===== src/rtl/core/tsfc_pkg.sv =====
`timescale 1ns / 1ps

package tsfc_pkg;

  localparam int unsigned SampleW   = 10;
  localparam int unsigned BurstLen  = 4;
  localparam int unsigned IdxW      = $clog2(BurstLen);
  localparam int unsigned SumW      = SampleW + IdxW;
  localparam int unsigned ThrW      = 10;
  localparam int unsigned CoefW     = 32;
  localparam int unsigned ProdW     = CoefW + SampleW + 1;
  localparam int unsigned AccW      = ProdW + 1;
  localparam int unsigned FracBits  = 16;
  localparam int unsigned DispW     = 16;
  localparam int unsigned CfgIdxW   = 3;
  localparam int unsigned CfgDataW  = 32;
  localparam int unsigned InDataW   = 24;
  localparam int unsigned OutDataW  = 72;

  localparam logic [ThrW-1:0]         ThrRst  = ThrW'(10);
  localparam logic signed [CoefW-1:0] KxxRst  = -32'sd659;
  localparam logic signed [CoefW-1:0] KxyRst  = -32'sd40331;
  localparam logic signed [CoefW-1:0] OffxRst = 32'sd36899452;
  localparam logic signed [CoefW-1:0] KyxRst  = 32'sd22837;
  localparam logic signed [CoefW-1:0] KyyRst  = 32'sd35;
  localparam logic signed [CoefW-1:0] OffyRst = -32'sd2889181;

  typedef enum logic [CfgIdxW-1:0] {
    CfgGateThreshold = 3'd0,
    CfgCoefXFromX    = 3'd1,
    CfgCoefXFromY    = 3'd2,
    CfgOffsetX       = 3'd3,
    CfgCoefYFromX    = 3'd4,
    CfgCoefYFromY    = 3'd5,
    CfgOffsetY       = 3'd6
  } cfg_reg_e;

  typedef struct packed {
    logic                     accepted;
    logic [SampleW-1:0]       raw_x;
    logic [SampleW-1:0]       raw_y;
    logic [SampleW-1:0]       mean_x;
    logic [SampleW-1:0]       mean_y;
    logic signed [ProdW-1:0]  p_xx;
    logic signed [ProdW-1:0]  p_xy;
    logic signed [ProdW-1:0]  p_yx;
    logic signed [ProdW-1:0]  p_yy;
  } burst_t;

  function automatic logic [SampleW-1:0] abs_diff(input logic [SampleW-1:0] a,
                                                  input logic [SampleW-1:0] b);
    abs_diff = (a > b) ? (a - b) : (b - a);
  endfunction

  function automatic logic [DispW-1:0] sat_display(input logic signed [AccW-1:0] acc);
    if (acc[AccW-1]) begin
      sat_display = '0;
    end else if (|acc[AccW-2:FracBits+DispW]) begin
      sat_display = '1;
    end else begin
      sat_display = acc[FracBits+DispW-1:FracBits];
    end
  endfunction

endpackage


===== src/rtl/core/touch_sample_filter_calibrate_top.sv =====
`timescale 1ns / 1ps

// Touch sample filter with affine calibration. Each input item is one raw
// X/Y ADC pair; every fourth item closes a burst and yields one result item
// carrying the spread-check flag, the second raw pair, the truncated
// four-sample means and, for an accepted burst, the Q16.16 affine-mapped
// display coordinate floored and saturated to 0..65535 (zero when rejected).
// One item is taken per cycle unless the output stalls; a burst's result is
// registered in b1_q after the four 32x10 multipliers and the spread check,
// then in out_q after the sum, offset and saturation. The user must write the
// configuration registers via the write port only while idle; not enforced.
module touch_sample_filter_calibrate_top (
  input  logic                              clk_i,
  input  logic                              rst_ni,

  input  logic                              s_axis_tvalid,
  output logic                              s_axis_tready,
  // sample_x [9:0], sample_y [19:10], zero [23:20]
  input  logic [tsfc_pkg::InDataW-1:0]      s_axis_tdata,

  output logic                              m_axis_tvalid,
  input  logic                              m_axis_tready,
  // raw_x [9:0], raw_y [19:10], mean_x [29:20], mean_y [39:30],
  // display_x [55:40], display_y [71:56]
  output logic [tsfc_pkg::OutDataW-1:0]     m_axis_tdata,
  // accepted [0]
  output logic                              m_axis_tuser,

  input  logic                              cfg_we_i,
  input  logic [tsfc_pkg::CfgIdxW-1:0]      cfg_idx_i,
  input  logic [tsfc_pkg::CfgDataW-1:0]     cfg_data_i
);

  localparam int unsigned SW = tsfc_pkg::SampleW;
  localparam logic [tsfc_pkg::IdxW-1:0] LastSlot = tsfc_pkg::IdxW'(tsfc_pkg::BurstLen - 1);

  logic [tsfc_pkg::ThrW-1:0]         thr_q;
  logic signed [tsfc_pkg::CoefW-1:0] kxx_q, kxy_q, offx_q, kyx_q, kyy_q, offy_q;

  logic [SW-1:0]                 xbuf_q [tsfc_pkg::BurstLen-1];
  logic [SW-1:0]                 ybuf_q [tsfc_pkg::BurstLen-1];
  logic [tsfc_pkg::IdxW-1:0]     idx_q, idx_d;

  logic                          v1_q, v1_d;
  tsfc_pkg::burst_t              b1_q, b1_d;
  logic                          v2_q, v2_d;
  logic [tsfc_pkg::OutDataW-1:0] out_q, out_d;
  logic                          acc_ok_q, acc_ok_d;

  logic                          s1_en, s2_en, in_acc, burst_end;
  logic [SW-1:0]                 in_x, in_y;
  logic [tsfc_pkg::SumW-1:0]     sum_x, sum_y;
  logic signed [SW:0]            rx_s, ry_s;
  logic signed [tsfc_pkg::AccW-1:0] acc_x, acc_y;
  logic [tsfc_pkg::DispW-1:0]    disp_x, disp_y;

  // Configuration
  always_ff @(posedge clk_i or negedge rst_ni) begin
    if (!rst_ni) begin
      thr_q  <= tsfc_pkg::ThrRst;
      kxx_q  <= tsfc_pkg::KxxRst;
      kxy_q  <= tsfc_pkg::KxyRst;
      offx_q <= tsfc_pkg::OffxRst;
      kyx_q  <= tsfc_pkg::KyxRst;
      kyy_q  <= tsfc_pkg::KyyRst;
      offy_q <= tsfc_pkg::OffyRst;
    end else if (cfg_we_i) begin
      unique case (cfg_idx_i)
        tsfc_pkg::CfgGateThreshold: thr_q  <= cfg_data_i[tsfc_pkg::ThrW-1:0];
        tsfc_pkg::CfgCoefXFromX:    kxx_q  <= $signed(cfg_data_i);
        tsfc_pkg::CfgCoefXFromY:    kxy_q  <= $signed(cfg_data_i);
        tsfc_pkg::CfgOffsetX:       offx_q <= $signed(cfg_data_i);
        tsfc_pkg::CfgCoefYFromX:    kyx_q  <= $signed(cfg_data_i);
        tsfc_pkg::CfgCoefYFromY:    kyy_q  <= $signed(cfg_data_i);
        tsfc_pkg::CfgOffsetY:       offy_q <= $signed(cfg_data_i);
        default: ;
      endcase
    end
  end

  // Handshake and stage control
  assign s2_en         = !v2_q || m_axis_tready;
  assign s1_en         = !v1_q || s2_en;
  assign s_axis_tready = s1_en;
  assign in_acc        = s_axis_tvalid && s1_en;
  assign burst_end     = in_acc && (idx_q == LastSlot);

  assign in_x = s_axis_tdata[SW-1:0];
  assign in_y = s_axis_tdata[2*SW-1:SW];

  always_comb begin
    idx_d = idx_q;
    if (in_acc) begin
      idx_d = idx_q + 1'b1;
    end
  end

  always_comb begin
    v1_d = v1_q;
    if (s1_en) begin
      v1_d = burst_end;
    end
    v2_d = v2_q;
    if (s2_en) begin
      v2_d = v1_q;
    end
  end

  always_ff @(posedge clk_i or negedge rst_ni) begin
    if (!rst_ni) begin
      idx_q <= '0;
      v1_q  <= 1'b0;
      v2_q  <= 1'b0;
    end else begin
      idx_q <= idx_d;
      v1_q  <= v1_d;
      v2_q  <= v2_d;
    end
  end

  // Sample buffer; the closing pair is used straight from the input
  always_ff @(posedge clk_i) begin
    if (in_acc && (idx_q != LastSlot)) begin
      xbuf_q[idx_q] <= in_x;
      ybuf_q[idx_q] <= in_y;
    end
  end

  // Stage 1: spread check, means, products
  assign rx_s = $signed({1'b0, xbuf_q[1]});
  assign ry_s = $signed({1'b0, ybuf_q[1]});

  always_comb begin
    sum_x = tsfc_pkg::SumW'(xbuf_q[0]) + tsfc_pkg::SumW'(xbuf_q[1])
          + tsfc_pkg::SumW'(xbuf_q[2]) + tsfc_pkg::SumW'(in_x);
    sum_y = tsfc_pkg::SumW'(ybuf_q[0]) + tsfc_pkg::SumW'(ybuf_q[1])
          + tsfc_pkg::SumW'(ybuf_q[2]) + tsfc_pkg::SumW'(in_y);
    b1_d.accepted = (tsfc_pkg::abs_diff(xbuf_q[0], xbuf_q[1]) <= thr_q) &&
                    (tsfc_pkg::abs_diff(xbuf_q[2], in_x)      <= thr_q) &&
                    (tsfc_pkg::abs_diff(ybuf_q[0], ybuf_q[1]) <= thr_q) &&
                    (tsfc_pkg::abs_diff(ybuf_q[2], in_y)      <= thr_q);
    b1_d.raw_x  = xbuf_q[1];
    b1_d.raw_y  = ybuf_q[1];
    b1_d.mean_x = sum_x[tsfc_pkg::SumW-1:tsfc_pkg::IdxW];
    b1_d.mean_y = sum_y[tsfc_pkg::SumW-1:tsfc_pkg::IdxW];
    b1_d.p_xx   = tsfc_pkg::ProdW'(kxx_q) * tsfc_pkg::ProdW'(rx_s);
    b1_d.p_xy   = tsfc_pkg::ProdW'(kxy_q) * tsfc_pkg::ProdW'(ry_s);
    b1_d.p_yx   = tsfc_pkg::ProdW'(kyx_q) * tsfc_pkg::ProdW'(rx_s);
    b1_d.p_yy   = tsfc_pkg::ProdW'(kyy_q) * tsfc_pkg::ProdW'(ry_s);
  end

  always_ff @(posedge clk_i) begin
    if (s1_en && burst_end) begin
      b1_q <= b1_d;
    end
  end

  // Stage 2: sum, offset, floor and saturate
  always_comb begin
    acc_x = tsfc_pkg::AccW'(b1_q.p_xx) + tsfc_pkg::AccW'(b1_q.p_xy)
          + tsfc_pkg::AccW'(offx_q);
    acc_y = tsfc_pkg::AccW'(b1_q.p_yx) + tsfc_pkg::AccW'(b1_q.p_yy)
          + tsfc_pkg::AccW'(offy_q);
    disp_x = b1_q.accepted ? tsfc_pkg::sat_display(acc_x) : '0;
    disp_y = b1_q.accepted ? tsfc_pkg::sat_display(acc_y) : '0;
    out_d = {disp_y, disp_x, b1_q.mean_y, b1_q.mean_x, b1_q.raw_y, b1_q.raw_x};
    acc_ok_d = b1_q.accepted;
  end

  always_ff @(posedge clk_i) begin
    if (s2_en && v1_q) begin
      out_q    <= out_d;
      acc_ok_q <= acc_ok_d;
    end
  end

  assign m_axis_tvalid = v2_q;
  assign m_axis_tdata  = out_q;
  assign m_axis_tuser  = acc_ok_q;

`ifndef SYNTHESIS
  a_stall_needs_busy: assert property (@(posedge clk_i) disable iff (!rst_ni)
    !s_axis_tready |-> (v1_q && v2_q))
    else $error("input stalled with a free stage");

  a_reject_zero: assert property (@(posedge clk_i) disable iff (!rst_ni)
    (m_axis_tvalid && !m_axis_tuser) |-> (m_axis_tdata[tsfc_pkg::OutDataW-1:4*SW] == '0))
    else $error("rejected burst with nonzero display coordinate");

  a_burst_slot: assert property (@(posedge clk_i) disable iff (!rst_ni)
    (s1_en && v1_d) |-> (idx_q == LastSlot))
    else $error("burst closed before the last slot");
`endif

endmodule

===== config.mk =====
export PLATFORM = sky130hd
export DESIGN_NAME = touch_sample_filter_calibrate_top
export DESIGN_NICKNAME = d
export VERILOG_FILES = /design/src/rtl/core/tsfc_pkg.sv /design/src/rtl/core/touch_sample_filter_calibrate_top.sv
export SDC_FILE = /design/constraint.sdc
export NUM_CORES = 2
export LEC_CHECK = 0
export BUFFER_PORTS_ARGS = -buffer_cell sky130_fd_sc_hd__buf_4
export CAP_MARGIN = 25
export CORE_MARGIN = 2
export CORE_UTILIZATION = 35
export DETAILED_ROUTE_END_ITERATION = 7
export GPL_ROUTABILITY_DRIVEN = 0
export PLACE_DENSITY = 0.56
export SYNTH_ARGS = -nofsm -noshare
export SYNTH_HDL_FRONTEND = slang
export SYNTH_SLANG_ARGS = --single-unit

===== constraint.sdc =====
create_clock -name clk_i -period 12 [get_ports clk_i]
set_clock_uncertainty 0.05 [all_clocks]
set_input_delay 1.2 -clock clk_i [delete_from_list [all_inputs] [get_ports clk_i]]
set_output_delay 1.2 -clock clk_i [all_outputs]
set_load 0.03 [all_outputs]

==> impl.org <==
** GRT
- Entering global routing, the biggest net connects approximately 140 pins.
- In the global route stage, overall resource usage came out at between 10% and 20%.
- Wire length of the first global-routing pass :: between 300,000 and 400,000 um
- The via count of the first global-routing pass is approximately 54,000.
- Total overflow reported by the global router :: 0
- The initial antenna violation count was 19.

** Critical path
- The worst setup path is captured at a register.
- Worst R2R Start :: xbuf_q[1][2]$_DFFE_PP_
- Critical path class :: register to register
- The most critical setup path has its startpoint at xbuf_q[1][2]$_DFFE_PP_.
- In this run the critical register-to-register path is captured at b1_q[85]$_DFFE_PP_.
- The worst setup path is launched from a register.
- In this run the worst setup path terminates at b1_q[85]$_DFFE_PP_.
- In this run the worst path has a maximum fanout of 46.
- Setup slack on the worst flop-to-flop path :: ~4 ns
- For the worst setup path, the data required time is between 10 and 15 ns.
- Measured in cells, the most critical reg-to-reg path has a length of 22.
- STA puts the critical path data arrival time at 8.34 ns.

** Synthesis
- Fraction of registers with async set/reset :: a little under two fifths
- Number of flops mapped to enable cells by yosys :: between 300 and 400
- Post-Synthesis Cells :: 7,287
- Top_reg_cell synth :: sky130_fd_sc_hd__edfxtp_1
- Yosys printed 0 warnings.
- Summing the areas of all compound-gate instances in the mapped netlist gives between 7 and 8% of the synthesized area.
- Cell taking the most area after synthesis :: sky130_fd_sc_hd__fa_1
- After synthesis, the netlist uses 84 different library cells.
- After synthesis the cells add up to 73,600 um2.
- Synthesized area per cell :: approximately 10 um2
- Measured against the total synthesized area, the mux share comes to about 3.5%.
- Adder-Cell Fraction of Synth Area :: between 40% and 50%
- Simple-gate portion of the synthesized area :: between 10% and 20%
- Number of nets produced by synthesis :: around 9,000
- Top cells by area in the synthesized netlist :: sky130_fd_sc_hd__fa_1 33%, sky130_fd_sc_hd__edfxtp_1 14%, sky130_fd_sc_hd__ha_1 10%
- Share of the synthesized area in the top cell type :: between 30% and 40%
- Synth Area in XOR/XNOR :: under 10%
- For this run, the register share of the synthesized area comes to between 20% and 30%.
- Largest family of logic cells by synthesized area :: adder cells
- Counting flops and latches in the post-synthesis netlist gives 552.

** CTS
- Hold-fix buffer count after cts :: 0
- Skew-Pair Late Insertion Delay :: approximately 0.7 ns
- CTS placed an instance of sky130_fd_sc_hd__clkbuf_16 at the clock tree root.
- TritonCTS built the clock tree.
- Number of clock sinks :: 552
- Max clock buf depth :: 3
- CTS-repair resized insts :: 0
- The number of setup buffers added after CTS is 0.
- The number of clock buffers added by TritonCTS is 70.
- CTS HTree Levels :: 3
- Clock-pin slew of the registers on the worst-case setup and hold paths :: roughly 0.06 ns

** Drt
- Detailed routing placed a total of 10,400 um of wire on met3.
- Summed over all nets, wire length on met2 after detailed routing comes to 94,900 um.
- Dividing the detail-routed via count by the number of cells gives 4.97.
- In this run the remaining antenna-violating nets after routing total 0.
- Before antenna repair, the detailed router went through 5 iterations.
- Wire length per cell :: between 15 and 20 um
- In this run the top signal layer used is met5.
- Overall routed net length :: between 150,000 and 200,000 um
- The first routing iteration left around 2,700 violations.
- In the final routing, the length of wire on met1 measures 81,800 um.
- For this run, design rule violations remaining after detail routing come to 0.
- The routed layout has ~50,000 vias.

** Timing
- The max-slew violation total from the final report came to 0.
- Achievable clock frequency :: 125 MHz
- Final Setup Violations :: 0
- For the final routed database, the setup TNS stands at 0 ns.
- At the pin with the least slew margin, the transition time is around 1.1 ns.
- The final count of hold timing violations came to 0.
- RSZ-0062 raised after global routing :: no
- Smallest setup slack after layout :: 4.01 ns
- Share of the cycle needed by the critical path after routing :: approximately 67%
- The routed design could run at a clock period as short as roughly 8.0 ns.
- Max_slew headroom :: a little over a quarter

** Die
- Initial core utilization :: between 30% and 40%
- Number of placement rows :: about 170
- Core Region :: ~210,000 um2
- The die is around 460 um tall.
- Die boundary width :: roughly 460 um
- Die Area :: about 210,000 um2
- Number of top-level pins :: about 140

** Cells and area
- Signed area change from the synthesized netlist to the final layout :: 8.54%
- In the layout the commonest cells are 1,406 x sky130_fd_sc_hd__inv_1, 1,224 x sky130_fd_sc_hd__fa_1, 853 x sky130_fd_sc_hd__nand2_1, 594 x sky130_fd_sc_hd__ha_1, 569 x sky130_fd_sc_hd__and2_1.
- The final layout contains 9,093 nets.
- Most common cell after layout, fill and taps aside :: sky130_fd_sc_hd__inv_1
- Share of post-route cells with drive strength above 1 :: under 10%
- Summing all non-filler instances in the final layout gives an area of roughly 80,000 um2.
- Excluding fillers, the count of instances in the completed layout stands at 10,089.

** Outcome
- The flow ran to the end, and the final reports show no timing, DRC or antenna violations.

** Placement
- Cell Count Post-Placement :: 9,943
- IO buf count :: ~130
- Placement Setup Slack :: about 4 ns
- Once detailed placement completed, the half-perimeter wirelength came to 148,000 um.
- Placed inst area :: slightly below 80,000 um2

** Run
- Max Cap Violations :: 0

** Hold path
- The min-delay analysis places its worst path in the category register to register.
final cells by class:
type	instances	area [um2]
repair buffers	178	1370
flip-flops and latches	552	15700
clock inverters	54	711
inverters	1407	5290
clock buffers	76	1850
well taps	2805	3510
diodes	15	37.5
multi-input cells	5002	51400
fillers	20795	129000
kinds of logic after synthesis:
family | after synthesis
adders and majority gates | 1818
buffers and inverters | 1733
muxes | 230
xor gates and xnor gates | 258
DFF | 552
AOI/OAI and AO/OA | 875
and+or+nand+nor | 1821
state kept, by name, indices dropped and copies added (netlist names):
signal,count
b1_q,212
m_axis_tdata,72
kxx_q,32
kxy_q,32
kyx_q,32
kyy_q,32
offx_q,32
offy_q,32
xbuf_q,30
ybuf_q,30
thr_q,10
idx_q,2
acc_ok_d,1
m_axis_tuser,1
m_axis_tvalid,1
v1_q,1
metrics by stage:
| step | util [%] | hold WS [ns] |
|---|---|---|
| 2_1_floorplan | - | 0.350 |
| 3_3_place_gp | 36.9 | 0.354 |
| 3_5_place_dp | 36.9 | 0.355 |
| 4_1_cts | 38.1 | 0.352 |
| 5_1_grt | 38.1 | 0.367 |
| 6_report | 38.2 | 0.352 |
critical path, cell delays in order (launching register included):
cell and delay (ns):
sky130_fd_sc_hd__edfxtp_1 0.90, sky130_fd_sc_hd__buf_4 0.65, sky130_fd_sc_hd__nand2_1 0.18, sky130_fd_sc_hd__fa_1 0.62
sky130_fd_sc_hd__fa_1 0.46, sky130_fd_sc_hd__fa_1 0.56, sky130_fd_sc_hd__inv_1 0.06, sky130_fd_sc_hd__fa_1 0.48
sky130_fd_sc_hd__inv_1 0.06, sky130_fd_sc_hd__fa_1 0.48, sky130_fd_sc_hd__inv_1 0.05, sky130_fd_sc_hd__ha_1 0.24
sky130_fd_sc_hd__a211o_1 0.32, sky130_fd_sc_hd__o221ai_1 0.25, sky130_fd_sc_hd__nor2_1 0.09, sky130_fd_sc_hd__a211oi_1 0.48
sky130_fd_sc_hd__a31oi_1 0.26, sky130_fd_sc_hd__o41ai_2 0.50, sky130_fd_sc_hd__o31ai_1 0.22, sky130_fd_sc_hd__a41o_1 0.28
sky130_fd_sc_hd__a21o_1 0.21, sky130_fd_sc_hd__nor4_1 0.19, sky130_fd_sc_hd__nor3b_1 0.08
how the worst min path moves through the flow:
stage	startpoint	end	slack, ns	cells after the start
2_1_floorplan	b1_q[202]$_DFFE_PP_	m_axis_tdata[0]$_DFFE_PP_	0.35	0
3_3_place_gp	b1_q[172]$_DFFE_PP_	m_axis_tdata[30]$_DFFE_PP_	0.35	0
3_5_place_dp	b1_q[198]$_DFFE_PP_	m_axis_tdata[16]$_DFFE_PP_	0.36	0
4_1_cts	b1_q[187]$_DFFE_PP_	m_axis_tdata[25]$_DFFE_PP_	0.35	0
5_1_grt	b1_q[187]$_DFFE_PP_	m_axis_tdata[25]$_DFFE_PP_	0.37	0
6_report	b1_q[187]$_DFFE_PP_	m_axis_tdata[25]$_DFFE_PP_	0.35	0
synthesized netlist by cell type (131+ instances only):
cell / n
sky130_fd_sc_hd__and2_1: 570
sky130_fd_sc_hd__nor2_1: 131
sky130_fd_sc_hd__ha_1: 594
sky130_fd_sc_hd__mux2_2: 205
sky130_fd_sc_hd__a21o_1: 174
sky130_fd_sc_hd__a21oi_1: 276
sky130_fd_sc_hd__fa_1: 1224
sky130_fd_sc_hd__xnor2_1: 171
sky130_fd_sc_hd__nand2_1: 853
sky130_fd_sc_hd__inv_1: 1407
sky130_fd_sc_hd__edfxtp_1: 346
sky130_fd_sc_hd__clkbuf_1: 318
metal layers:
layer,GRT usage (%),vias up
li1,-,22777
met1,23.7,25876
met2,31.6,1157
met3,3.26,278
met4,6.10,8
met5,0,-
Power is left out: the tool's default activity adds up to more than one toggle a clock period on the data nets, which glitch-free logic cannot reach.
